--- config.mk ---
export PLATFORM = sky130hd
export DESIGN_NAME = sliding_median_of_seven
export DESIGN_NICKNAME = d
export VERILOG_FILES = /design/src/rtl/smo_pkg.sv /design/src/rtl/smo_cell.sv /design/src/rtl/sliding_median_of_seven.sv
export SDC_FILE = /design/constraint.sdc
export NUM_CORES = 1
export LEC_CHECK = 0
export BUFFER_PORTS_ARGS = -buffer_cell sky130_fd_sc_hd__buf_2
export CORE_MARGIN = 3
export CORE_UTILIZATION = 30
export CTS_CLUSTER_SIZE = 12
export DETAILED_ROUTE_END_ITERATION = 10
export GPL_TIMING_DRIVEN = 0
export SLEW_MARGIN = 15
export SYNTH_ARGS = -nofsm -noshare
export SYNTH_HDL_FRONTEND = slang
export SYNTH_SLANG_ARGS = --single-unit
--- constraint.sdc ---
create_clock -name clk -period 7.3 [get_ports clk]
set_clock_uncertainty 0.15 [all_clocks]
set_input_delay 1.46 -clock clk [delete_from_list [all_inputs] [get_ports clk]]
set_output_delay 1.46 -clock clk [all_outputs]
set_load 0.005 [all_outputs]
--- src/rtl/smo_pkg.sv ---
`timescale 1ns / 1ps
`default_nettype none

package smo_pkg;

	localparam int WINDOW_LEN_DEF  = 7;
	localparam int SAMPLE_BITS_DEF = 16;

endpackage

`default_nettype wire

--- src/rtl/smo_cell.sv ---
`timescale 1ns / 1ps
`default_nettype none

module smo_cell import smo_pkg::*; #(
	parameter int WINDOW_LEN  = WINDOW_LEN_DEF,
	parameter int SAMPLE_BITS = SAMPLE_BITS_DEF,
	parameter int IDX         = 0
) (
	input  wire logic                                  clk,
	input  wire logic                                  shift_en,
	input  wire logic                                  s1_en,
	input  wire logic [SAMPLE_BITS-1:0]                din,
	input  wire logic [WINDOW_LEN-1:0][SAMPLE_BITS-1:0] win,
	output logic      [SAMPLE_BITS-1:0]                val,
	output logic                                       med_s1,
	output logic      [SAMPLE_BITS-1:0]                val_s1
);

	localparam int RW = $clog2(WINDOW_LEN);
	localparam int MED_RANK = (WINDOW_LEN - 1) / 2;
	localparam logic [RW-1:0] MED_RANK_V = RW'(MED_RANK);

	logic [SAMPLE_BITS-1:0] val_q;
	logic [RW-1:0]          rank;

	// this cell's sample moves on to its older neighbor on every accepted item
	always_ff @(posedge clk) begin
		if (shift_en) begin
			val_q <= din;
		end
	end

	assign val = val_q;

	// rank among the window, equal samples ordered by position
	always_comb begin
		rank = '0;
		for (int j = 0; j < WINDOW_LEN; j++) begin
			if (j != IDX) begin
				if (($signed(win[j]) < $signed(val_q)) ||
				    ((win[j] == val_q) && (j < IDX))) begin
					rank = rank + 1'b1;
				end
			end
		end
	end

	always_ff @(posedge clk) begin
		if (s1_en) begin
			med_s1 <= (rank == MED_RANK_V);
			val_s1 <= val_q;
		end
	end

endmodule

`default_nettype wire

--- src/rtl/sliding_median_of_seven.sv ---
`timescale 1ns / 1ps
`default_nettype none
// running median over the last WINDOW_LEN samples, one cell per window slot
// result goes through window, rank and output registers; m_tready low can stall input
// throughput: one item per cycle, set by the cell row shifting once per accepted item
// the first WINDOW_LEN-1 items of a stream give no result
// reset clears fill count and stage valids; window contents are not cleared

module sliding_median_of_seven import smo_pkg::*; #(
	parameter int WINDOW_LEN  = WINDOW_LEN_DEF,
	parameter int SAMPLE_BITS = SAMPLE_BITS_DEF
) (
	input  wire logic                                clk,
	input  wire logic                                arst_n,
	input  wire logic                                s_tvalid,
	output logic                                     s_tready,
	input  wire logic [((SAMPLE_BITS+7)/8)*8-1:0]    s_tdata,  // sample
	input  wire logic [0:0]                          s_tuser,  // stream_start
	output logic                                     m_tvalid,
	input  wire logic                                m_tready,
	output logic      [((SAMPLE_BITS+7)/8)*8-1:0]    m_tdata   // median
);

	localparam int DW = ((SAMPLE_BITS + 7) / 8) * 8;
	localparam int CW = $clog2(WINDOW_LEN + 1);
	localparam logic [CW-1:0] FULL_CNT = CW'(WINDOW_LEN);

	logic [WINDOW_LEN-1:0][SAMPLE_BITS-1:0] win;
	logic [WINDOW_LEN-1:0][SAMPLE_BITS-1:0] win_in;
	logic [WINDOW_LEN-1:0][SAMPLE_BITS-1:0] val_s1;
	logic [WINDOW_LEN-1:0]                  med_s1;

	logic [CW-1:0]          cnt_q;
	logic [CW-1:0]          cnt_base;
	logic [CW-1:0]          cnt_next;
	logic                   pend_q;
	logic                   valid_s1;
	logic                   m_valid_q;
	logic [SAMPLE_BITS-1:0] median_q;
	logic [SAMPLE_BITS-1:0] med_sel;
	logic                   acc;
	logic                   win_en;
	logic                   s1_en;
	logic                   out_en;

	assign out_en   = !m_valid_q || m_tready;
	assign s1_en    = !valid_s1 || out_en;
	assign win_en   = !pend_q || s1_en;
	assign s_tready = win_en;
	assign acc      = s_tvalid && win_en;

	assign cnt_base = s_tuser[0] ? '0 : cnt_q;
	assign cnt_next = (cnt_base < FULL_CNT) ? cnt_base + 1'b1 : FULL_CNT;

	// newest sample enters the top cell, older ones move down
	always_comb begin
		for (int i = 0; i < WINDOW_LEN - 1; i++) begin
			win_in[i] = win[i+1];
		end
		win_in[WINDOW_LEN-1] = s_tdata[SAMPLE_BITS-1:0];
	end

	for (genvar g = 0; g < WINDOW_LEN; g++) begin : g_cell
		smo_cell #(
			.WINDOW_LEN (WINDOW_LEN),
			.SAMPLE_BITS(SAMPLE_BITS),
			.IDX        (g)
		) u_cell (
			.clk     (clk),
			.shift_en(acc),
			.s1_en   (s1_en),
			.din     (win_in[g]),
			.win     (win),
			.val     (win[g]),
			.med_s1  (med_s1[g]),
			.val_s1  (val_s1[g])
		);
	end

	always_comb begin
		med_sel = '0;
		for (int i = 0; i < WINDOW_LEN; i++) begin
			med_sel = med_sel | (val_s1[i] & {SAMPLE_BITS{med_s1[i]}});
		end
	end

	always_ff @(posedge clk or negedge arst_n) begin
		if (!arst_n) begin
			cnt_q     <= '0;
			pend_q    <= 1'b0;
			valid_s1  <= 1'b0;
			m_valid_q <= 1'b0;
		end else begin
			if (acc) begin
				cnt_q <= cnt_next;
			end
			if (win_en) begin
				pend_q <= acc && (cnt_next == FULL_CNT);
			end
			if (s1_en) begin
				valid_s1 <= pend_q;
			end
			if (out_en) begin
				m_valid_q <= valid_s1;
			end
		end
	end

	always_ff @(posedge clk) begin
		if (out_en) begin
			median_q <= med_sel;
		end
	end

	assign m_tvalid = m_valid_q;
	assign m_tdata  = DW'(median_q);

	a_one_median: assert property (@(posedge clk) disable iff (!arst_n)
		valid_s1 |-> $onehot(med_s1))
		else $error("median select not one-hot");

	a_cnt_range: assert property (@(posedge clk) disable iff (!arst_n)
		cnt_q <= FULL_CNT)
		else $error("fill count out of range");

	a_start_no_result: assert property (@(posedge clk) disable iff (!arst_n)
		(acc && s_tuser[0]) |=> !pend_q)
		else $error("stream start produced a result");

	a_window_hold: assert property (@(posedge clk) disable iff (!arst_n)
		(pend_q && !s1_en) |=> (pend_q && $stable(win)))
		else $error("window changed while stalled");

endmodule

`default_nettype wire

==> Word-level counts from Yosys, hierarchy flattened <==
Cells that the tools add are included.
{ "word_totals": {"output_inout_bits": 18, "input_bits": 21, "regBits": 253, "elab_cells": 220} }
{ "classes": {"reduce_logical": 29, "mux": 44, "bitwise": 13, "magnitude_cmp": 43, "add_sub_neg": 36, "eq_ne": 29} }
{ "op_table": {"columns": ["cell", "count"], "rows": [
  ["16-bit < comparator", 42],
  ["16-bit equality test", 21],
  ["16-bit AND", 7],
  ["3-bit 2-to-1 mux", 37],
  ["3-bit by 1-bit adder with 3-bit output (second input constant)", 36],
  ["16-bit bitwise OR", 6],
  ["1-bit logical OR", 24],
  ["3-bit by 2-bit equality test with 1-bit output (second input constant)", 7],
  ["1-bit 2-to-1 mux", 7],
  ["3-bit equality test (second input constant)", 1],
  ["1-bit zero test", 3],
  ["3-bit < comparator (second input constant)", 1],
  ["1-bit logical AND", 2]
]} }

==> Logic depth before layout (Yosys ltp) <==
Gate-level depths: netlist (run 1).
{ "depth": {"depth_word": 14, "mapped_depth": 23, "mapped_depth_nobuf": 23} }

==> Modules after synthesis <==
A second synthesis (run 1) with hierarchy kept.
{ "hier_totals": {"hier_cells": 2409, "area_unflattened_um2": 25420.6} }
{ "by_module_without_submodules": {"columns": ["mod", "n_inst", "area_each_um2", "cells_each"], "rows": [
  ["smo_cell at g_cell[6].u_cell", 1, 3639.7, 357],
  ["smo_cell at g_cell[5].u_cell", 1, 3522.1, 342],
  ["smo_cell at g_cell[4].u_cell", 1, 3509.6, 335],
  ["smo_cell at g_cell[3].u_cell", 1, 3487.1, 330],
  ["smo_cell at g_cell[0].u_cell", 1, 3345.7, 309],
  ["smo_cell at g_cell[2].u_cell", 1, 3342.0, 319],
  ["smo_cell at g_cell[1].u_cell", 1, 3268.1, 304],
  ["sliding_median_of_seven", 1, 1306.3, 113]
]} }

==> Worst setup path after synthesis (run 1) <==
No wires, ideal clock.
{ "synth_timing": {"kind": "register -> register", "start": "register g_cell[0].u_cell.val_q[15]", "end": "register g_cell[0].u_cell.med_s1 (data pin)", "stages_incl_launch_ff": 22, "setup_slack_ps": 2427, "t_arrival_ps": 4466, "n_path_buf": 1, "cell_sequence": "edfxtp_1 ha_1 nand4_1 nor3_1 a2111oi_0 a21oi_1 and3b_1 clkbuf_1 inv_1 ha_1 or3_1 a21oi_1 a211o_1 ha_1 a22oi_1 nand2_1 ha_1 nand2_1 nand2_1 ha_1 and2_1 a32o_1"} }
{ "synth_between": {"elab_chain_cells": 13, "word_cells_on_any_way": 18, "cone_classes": "add/sub: 5; order compare: 6; eq/ne: 1; mux: 6"} }
{ "synth_rtl": {"columns": ["item", "line_no", "text"], "rows": [
  ["from (decl)", "smo_cell.sv:23", "logic [SAMPLE_BITS-1:0] val_q;"],
  ["from (signal assigned)", "smo_cell.sv:29", "val_q <= din;"],
  ["16-bit < comparator", "smo_cell.sv:40", "if (($signed(win[j]) < $signed(val_q)) ||"],
  ["1-bit 2-to-1 mux", "smo_cell.sv:40", null],
  ["3-bit by 1-bit adder with 3-bit output", "smo_cell.sv:42", "rank = rank + 1'b1;"],
  ["3-bit 2-to-1 mux", "smo_cell.sv:40", null],
  ["3-bit by 1-bit adder with 3-bit output", "smo_cell.sv:42", null],
  ["3-bit 2-to-1 mux", "smo_cell.sv:40", null],
  ["3-bit by 1-bit adder with 3-bit output", "smo_cell.sv:42", null],
  ["3-bit 2-to-1 mux", "smo_cell.sv:40", null],
  ["3-bit by 1-bit adder with 3-bit output", "smo_cell.sv:42", null],
  ["3-bit 2-to-1 mux", "smo_cell.sv:40", null],
  ["3-bit by 1-bit adder with 3-bit output", "smo_cell.sv:42", null],
  ["3-bit 2-to-1 mux (*)", "smo_cell.sv:40", null],
  ["3-bit by 2-bit equality test with 1-bit output (*)", "smo_cell.sv:50", "med_s1 <= (rank == MED_RANK_V);"],
  ["to (signal assigned)", "smo_cell.sv:50", null],
  ["to (decl)", "smo_cell.sv:15", "output logic med_s1,"]
]} }
Mark *: on every way between the ends. The rest lies on a longest branch, timed or not.
A chain may end at the register's enable or synchronous reset.

==> Worst setup path in the final report (run 1) <==
{ "layout_timing": {"start": "register g_cell[2].u_cell.val_q[13]", "end": "register g_cell[0].u_cell.med_s1 (data pin)"} }
{ "layout_between": {"elab_chain_cells": 11} }
{ "layout_rtl": {"columns": ["item", "line_no"], "rows": [
  ["from (decl)", "smo_cell.sv:23"],
  ["from (signal assigned)", "smo_cell.sv:29"],
  ["16-bit < comparator (*)", "smo_cell.sv:40"],
  ["3-bit 2-to-1 mux (*)", "smo_cell.sv:40"],
  ["3-bit by 1-bit adder with 3-bit output", "smo_cell.sv:42"],
  ["3-bit 2-to-1 mux (*)", "smo_cell.sv:40"],
  ["3-bit by 1-bit adder with 3-bit output", "smo_cell.sv:42"],
  ["3-bit 2-to-1 mux (*)", "smo_cell.sv:40"],
  ["3-bit by 1-bit adder with 3-bit output", "smo_cell.sv:42"],
  ["3-bit 2-to-1 mux (*)", "smo_cell.sv:40"],
  ["3-bit by 1-bit adder with 3-bit output", "smo_cell.sv:42"],
  ["3-bit 2-to-1 mux (*)", "smo_cell.sv:40"],
  ["3-bit by 2-bit equality test with 1-bit output (*)", "smo_cell.sv:50"]
]} }
Marked as above.

==> reports/results.txt, run 1 <==
Status: finished, final reports clean
Total GRT Usage: 18.2%
Clock buffer depth: 3
Fmax: 150 MHz
Internal: 3.12 mW
Syn Nets: 1,961
Largest family of logic cells by synthesized area: adder cells
Setup violations, final: 0
Syn avg cell area: 11.3 um2
Die width: 249 um
Post-DP Area: 0.0190 mm2
Hold_sp: pend_q
Nets: 2,031
Initial antenna violation count: 1
VDD IR-drop max: 136 uV
Ys async rst share: 2.37%
Filler Cells Inserted: 5,826
Most numerous cell in the Yosys netlist: ha_1
Worst endpoint required time: 7440 ps
Register clock-pin slew on the reported worst setup and hold paths: 60 ps
Switching Share: 33.4%
Final hold vios: 0
Number of synthesized flops with an enable pin: 247
Post-synthesis sequential area ratio: 42.6%
# Post-CTS Setup Buffers: 0
Row cnt: 88
Final min period: 6650 ps
Util after Layout: 34.1%
Synth Area in Compound Gates: 13.7%
Worst hold margin: 318 ps
R2R Path End: g_cell[0].u_cell.med_s1
Initial Util: 30.6%
Flop pwr share: 41.0%
Type of the most critical hold path: flop to flop
Synth Warn #: 0
Vias: 13,414
DR WL/cell: 24.1 um
Netlist cell types: 76
Area leader, netlist: edfxtp_1
PD cells: 237 mW/mm2
Worst R2R Setup Slack: 650 ps
Max-slew headroom: 18.0%
Ports: 39
Hpwl dp: 45.2 mm
Pin count of the biggest net entering global routing: 74
# clock sinks: 253
Syn Inst Count: 1,576
Main synth FF type: edfxtp_1
Mux cell area share after synthesis: 0.697%
CTS tree: built
Area Overhead vs Synth: 11.4%
Pins Over Slew Limit: 0
Post-layout instance area: 0.0198 mm2
CP Max Fanout: 6
# port buffers: 38
Post-synthesis adder-cell area fraction: 25.8%
Switch Pwr: 1.56 mW
Worst r2r path cells: 22
RSZ-0062 raised after global routing: false
Initial DRC count: 1,275
Placer Congestion: 0.993
Share of post-route cells with drive strength above 1: 5.36%
Setup crit end kind: flop
H-tree levels: 1
Min-Delay Path Depth: 1
# hold bufs at CTS: 0
Setup_tns: 0 ps
Synth area leaders: edfxtp_1 (42%), ha_1 (26%), inv_1 (3.5%)
Crit share post-route: 91.2%
Clock latency at the later pin of the worst-skew pair: 560 ps
Yosys reg bits: 253
Pre-Repair DR Iteration Count: 6
Part of the power in the clock network: 26.9%
Pwr Total: 4.69 mW
Routed wire length: 58.6 mm
Worst endpoint data arrival time: 6790 ps
Post-DR vias/cell: 5.53
Critical path launch point type: flop
Mapped cell area: 0.0178 mm2
Comb power frac: 32.1%
Die ar.: 0.0622 mm2
Core ar.: 0.0581 mm2
Xor and xnor fraction of the mapped netlist area: 2.38%
Remaining global-route overflow: 0
Synth top cells by count: ha_1 (364), edfxtp_1 (247), inv_1 (164)
Final ANT Viol Nets: 0
Top cell type's share of synthesized area: 41.7%
CTS Buf Count: 27
Hold path endpoint: valid_s1
DRC Markers: 0
Clk root buf: clkbuf_16
Crit Path Category: flop to flop
Die Height: 249 um
Worst r2r src: g_cell[2].u_cell.val[13]
Static leakage: 8.57 nW
First-pass GRT wire length: 85.1 mm
Vias in the first global route: 13,426
Actual slew at the worst max-slew pin: 1220 ps
Post-CTS Resized: 0
Post-Synth Simple-Gate Area: 10.9%
MaxCap Viol Count: 0
==> stage by stage <==
step / instances / worst slack, ps
2_1_floorplan: 1576 / 2430
3_3_place_gp: 2379 / 880
3_5_place_dp: 2382 / 863
4_1_cts: 2426 / 820
5_1_grt: 2426 / 393
6_report: 2427 / 646
==> flip-flops by register name, summed over array words and instances, names as in the netlist <==
name and cells:
valid_s1 1, g_cell.u_cell.med_s1 7, cnt_q 3, g_cell.u_cell.val 112, pend_q 1, m_tvalid 1, m_tdata 16, g_cell.u_cell.val_s1 112
==> power by group through the flow <==
stage	sequential, mW	combinational, mW	clock, mW
after global placement	1.96	1.43	0
after global routing	1.94	1.69	1.34
after detailed placement	1.95	1.50	0
final	1.92	1.50	1.26
after CTS	1.92	1.51	1.29
after floorplan	1.88	1.04	0
==> critical path: stages (launching register included) <==
cell,delay (ps)
edfxtp_1,640
inv_1,160
ha_1,330
nand4_1,300
nor4_1,1110
o21ai_0,470
nand3_1,160
and3b_1,160
clkbuf_1,200
inv_1,90
ha_1,350
or3_1,370
a21oi_1,160
a211o_1,160
ha_1,240
a22oi_1,210
nand2_1,90
ha_1,260
nand2_1,80
nand2_1,60
ha_1,260
and2_1,130
a32o_1,250
==> worst max path at each step <==
stage	start	endpoint	slack, ps
finish	g_cell[2].u_cell.val[13]	g_cell[0].u_cell.med_s1	650
global route	g_cell[2].u_cell.val[15]	g_cell[0].u_cell.med_s1	390
CTS	g_cell[2].u_cell.val[13]	g_cell[0].u_cell.med_s1	820
detailed placement	g_cell[2].u_cell.val[15]	g_cell[0].u_cell.med_s1	860
global placement	g_cell[2].u_cell.val[15]	g_cell[0].u_cell.med_s1	880
floorplan	g_cell[0].u_cell.val[15]	g_cell[0].u_cell.med_s1	2430
==> cell families after synthesis <==
kind of cell | after synthesis
multiplexers | 12
AO/OA/AOI/OAI | 361
AND/OR/NAND/NOR | 360
XOR/XNOR | 37
adder cells (fa/ha/maj) | 367
flip-flops | 253
buffers and inverters | 186
==> area by class of cell <==
cell class                      instances  area [um2]  share of cell area [%]
Multi-Input combinational cell       1137        9520                    48.1
Sequential cell                       253        7570                    38.2
Tap cell                              765         957                    4.83
Clock buffer                           35         706                    3.56
Inverter                              164         621                    3.13
Timing Repair Buffer                   41         265                    1.34
Buffer                                 22        85.1                   0.430
Clock inverter                          9        76.3                   0.385
Antenna cell                            1        2.50                  0.0126
==> layer usage <==
layer / vias up / global-route usage [%] / share of wire, %
li1: 6210 / - / -
met1: 6683 / 24.5 / 44
met2: 413 / 30.5 / 46
met3: 108 / 1.76 / 5.7
met4: 0 / 6.91 / 4.1
met5: - / 0 / 0
==> layout by cell type (no fill, tap or decap), drive strengths merged, types with 8 or more instances in the layout <==
master / n
edfxtp: 247
nor2: 47
ha: 364
a31oi: 8
xnor2: 22
xor2: 8
o31ai: 10
inv: 165
clkbuf: 55
a22oi: 33
mux2i: 9
o211ai: 19
a21o: 38
a211oi: 14
o21a: 18
nand2: 80
a21oi: 104
or3: 8
a222oi: 16
nand3: 48
o21ai: 47
nor4: 8
buf: 43
nor3: 19
nand2b: 14
nand4: 59
nor2b: 30
No activity file was read; power rests on OpenSTA's default activity.
==> inputs of run 2 (changes only) <==
Settings changed: CORE_MARGIN 3 to not set.
==> run 2 against run 1 <==
Wire length rose by 1.4%; count of clock-buffer cells in the layout up 2; global-route usage is 1.3 points higher; critical path depth is the same; sequential share of layout area down 0.075 points; total power increased by 0.44%; largest cell class unchanged.
==> reports/results.txt, run 2 (synthesis gave the netlist of run 1 again) <==
Status: finished, final reports clean (unchanged)
PD cells: 237 mW/mm2 (about the same)
CTS tree: built (unchanged)
Clk root buf: clkbuf_16 (unchanged)
First-pass GRT wire length: 85.7 mm (was 85.1 mm)
Worst endpoint required time: 7450 ps (was 7440 ps)
Crit share post-route: 91.4% (was 91.2%)
Routed wire length: 59.4 mm (was 58.6 mm)
Final hold vios: 0 (unchanged)
Critical path's slowest cell: nor4_1 (unchanged)
DRC Markers: 0 (unchanged)
Pin count of the biggest net entering global routing: 76 (was 74)
Total GRT Usage: 19.6% (was 18.2%)
Worst hold margin: 324 ps (was 318 ps)
CP Max Fanout: 6 (unchanged)
Final min period: 6670 ps (was 6650 ps)
Post-CTS Resized: 0 (unchanged)
Filler Cells Inserted: 5,776 (was 5,826)
# clock sinks: 253 (unchanged)
Pins Over Slew Limit: 0 (unchanged)
Placer Congestion: 0.984 (was 0.993)
Most frequent cells in the layout: ha_1 (364), edfxtp_1 (247), inv_1 (163) (unchanged)
Min-Delay Path Depth: 0 (was 1)
Core ar.: 0.0581 mm2 (unchanged)
CP Depth: 22 (unchanged)
Worst endpoint data arrival time: 6820 ps (was 6790 ps)
Row cnt: 88 (unchanged)
Post-DR vias/cell: 5.47 (was 5.53)
Type of the most critical hold path: flop to flop (unchanged)
Pwr Total: 4.71 mW (was 4.69 mW)
VDD IR-drop max: 120 uV (was 136 uV)
Commonest non-fill, non-tap cell in the layout: ha_1 (unchanged)
Setup violations, final: 0 (unchanged)
# port buffers: 38 (unchanged)
Worst r2r path cells: 22 (unchanged)
MaxCap Viol Count: 0 (unchanged)
Vias: 13,287 (was 13,414)
Vias in the first global route: 13,205 (was 13,426)
Die width: 245 um (was 249 um)
Remaining global-route overflow: 0 (unchanged)
Register clock-pin slew on the reported worst setup and hold paths: 60 ps (about the same)
Slowest stage delay, CP: 1180 ps (was 1110 ps)
Actual slew at the worst max-slew pin: 1290 ps (was 1220 ps)
Critical path launch point type: flop (unchanged)
Pre-Repair DR Iteration Count: 5 (was 6)
Cell Chain, Critical Path: inv_1, ha_1, nand4_1, nor4_1, o21ai_0, nand3_1, and3b_1, clkbuf_1, inv_1, ha_1, or3_1, a21oi_1, a211o_1, ha_1, a22oi_1, nand2_1, ha_1, nand2_1, nand2_1, ha_1, and2_1, a32o_1 (unchanged)
Initial DRC count: 1,146 (was 1,275)
Setup crit end kind: flop (unchanged)
Hpwl dp: 46.1 mm (was 45.2 mm)
Multi-input gate area: 0.00952 mm2 (unchanged)
RSZ-0062 raised after global routing: false (unchanged)
Clock buffer depth: 3 (unchanged)
Clock latency at the later pin of the worst-skew pair: 570 ps (was 560 ps)
Die Height: 245 um (was 249 um)
DR WL/cell: 24.4 um (was 24.1 um)
Crit Path Category: flop to flop (unchanged)
Initial antenna violation count: 2 (was 1)
Initial Util: 30.6% (unchanged)
Ports: 39 (unchanged)
Area Overhead vs Synth: 11.6% (was 11.4%)
Share of post-route cells with drive strength above 1: 5.65% (was 5.36%)
Critical path buffer and inverter count: 3 (unchanged)
Final ANT Viol Nets: 0 (unchanged)
H-tree levels: 1 (unchanged)
# hold bufs at CTS: 0 (unchanged)
Static leakage: 8.60 nW (was 8.57 nW)
Nets: 2,032 (was 2,031)
Max-slew headroom: 13.4% (was 18.0%)
Die ar.: 0.0602 mm2 (was 0.0622 mm2)
Cell family with most CP delay: simple AND/OR/NAND/NOR gates (unchanged)
Setup_tns: 0 ps (unchanged)
Register area: 0.00757 mm2 (unchanged)
CTS Buf Count: 27 (unchanged)
Fmax: 150 MHz (about the same)
Cell mode on critical path: ha_1 (unchanged)
# Post-CTS Setup Buffers: 0 (unchanged)
==> run 2: area by class of cell <==
cell class | count | share of cell area, %
diodes | 1 | 0.0126
well taps | 765 | 4.82
multi-input cells | 1137 | 48.0
plain buffers | 22 | 0.435
clock inverters | 8 | 0.240
inverters | 164 | 3.13
repair buffers | 42 | 1.43
flip-flops and latches | 253 | 38.1
clock buffers | 37 | 3.80
==> run 2: per-layer routing <==
layer,wire (um),global-route usage [%],vias up
met1,26400,26.0,6586
met2,27900,32.9,381
met4,1930,6.83,4
met3,3160,2.10,84
li1,-,-,6232
met5,24,0,-
==> run 2: stage by stage <==
step	utilization, %	std cells	setup WS, ps	instance area (um2)
5_1_grt	34.1	2428	560	19800
3_3_place_gp	32.6	2379	832	18900
6_report	34.1	2429	629	19800
4_1_cts	34.1	2428	907	19800
3_5_place_dp	32.7	2383	936	19000
2_1_floorplan	-	1576	2430	17800
==> run 2: final timing paths <==
kind / endpoint / start / slack (ps)
min in group asynchronous: cnt_q[2] / arst_n / 560
worst max-delay path: g_cell[0].u_cell.med_s1 / g_cell[2].u_cell.val[15] / 630
max in group asynchronous: cnt_q[1] / arst_n / 6290
worst max register to register: g_cell[0].u_cell.med_s1 / g_cell[2].u_cell.val[15] / 630
worst min register to register: g_cell[4].u_cell.val[10] / g_cell[5].u_cell.val[10] / 320
worst min-delay path: g_cell[4].u_cell.val[10] / g_cell[5].u_cell.val[10] / 320
==> run 2: power breakdown <==
part,internal [mW],switching (mW)
Sequential,1.77,0.151
Combinational,0.642,0.868
Clock,0.717,0.556
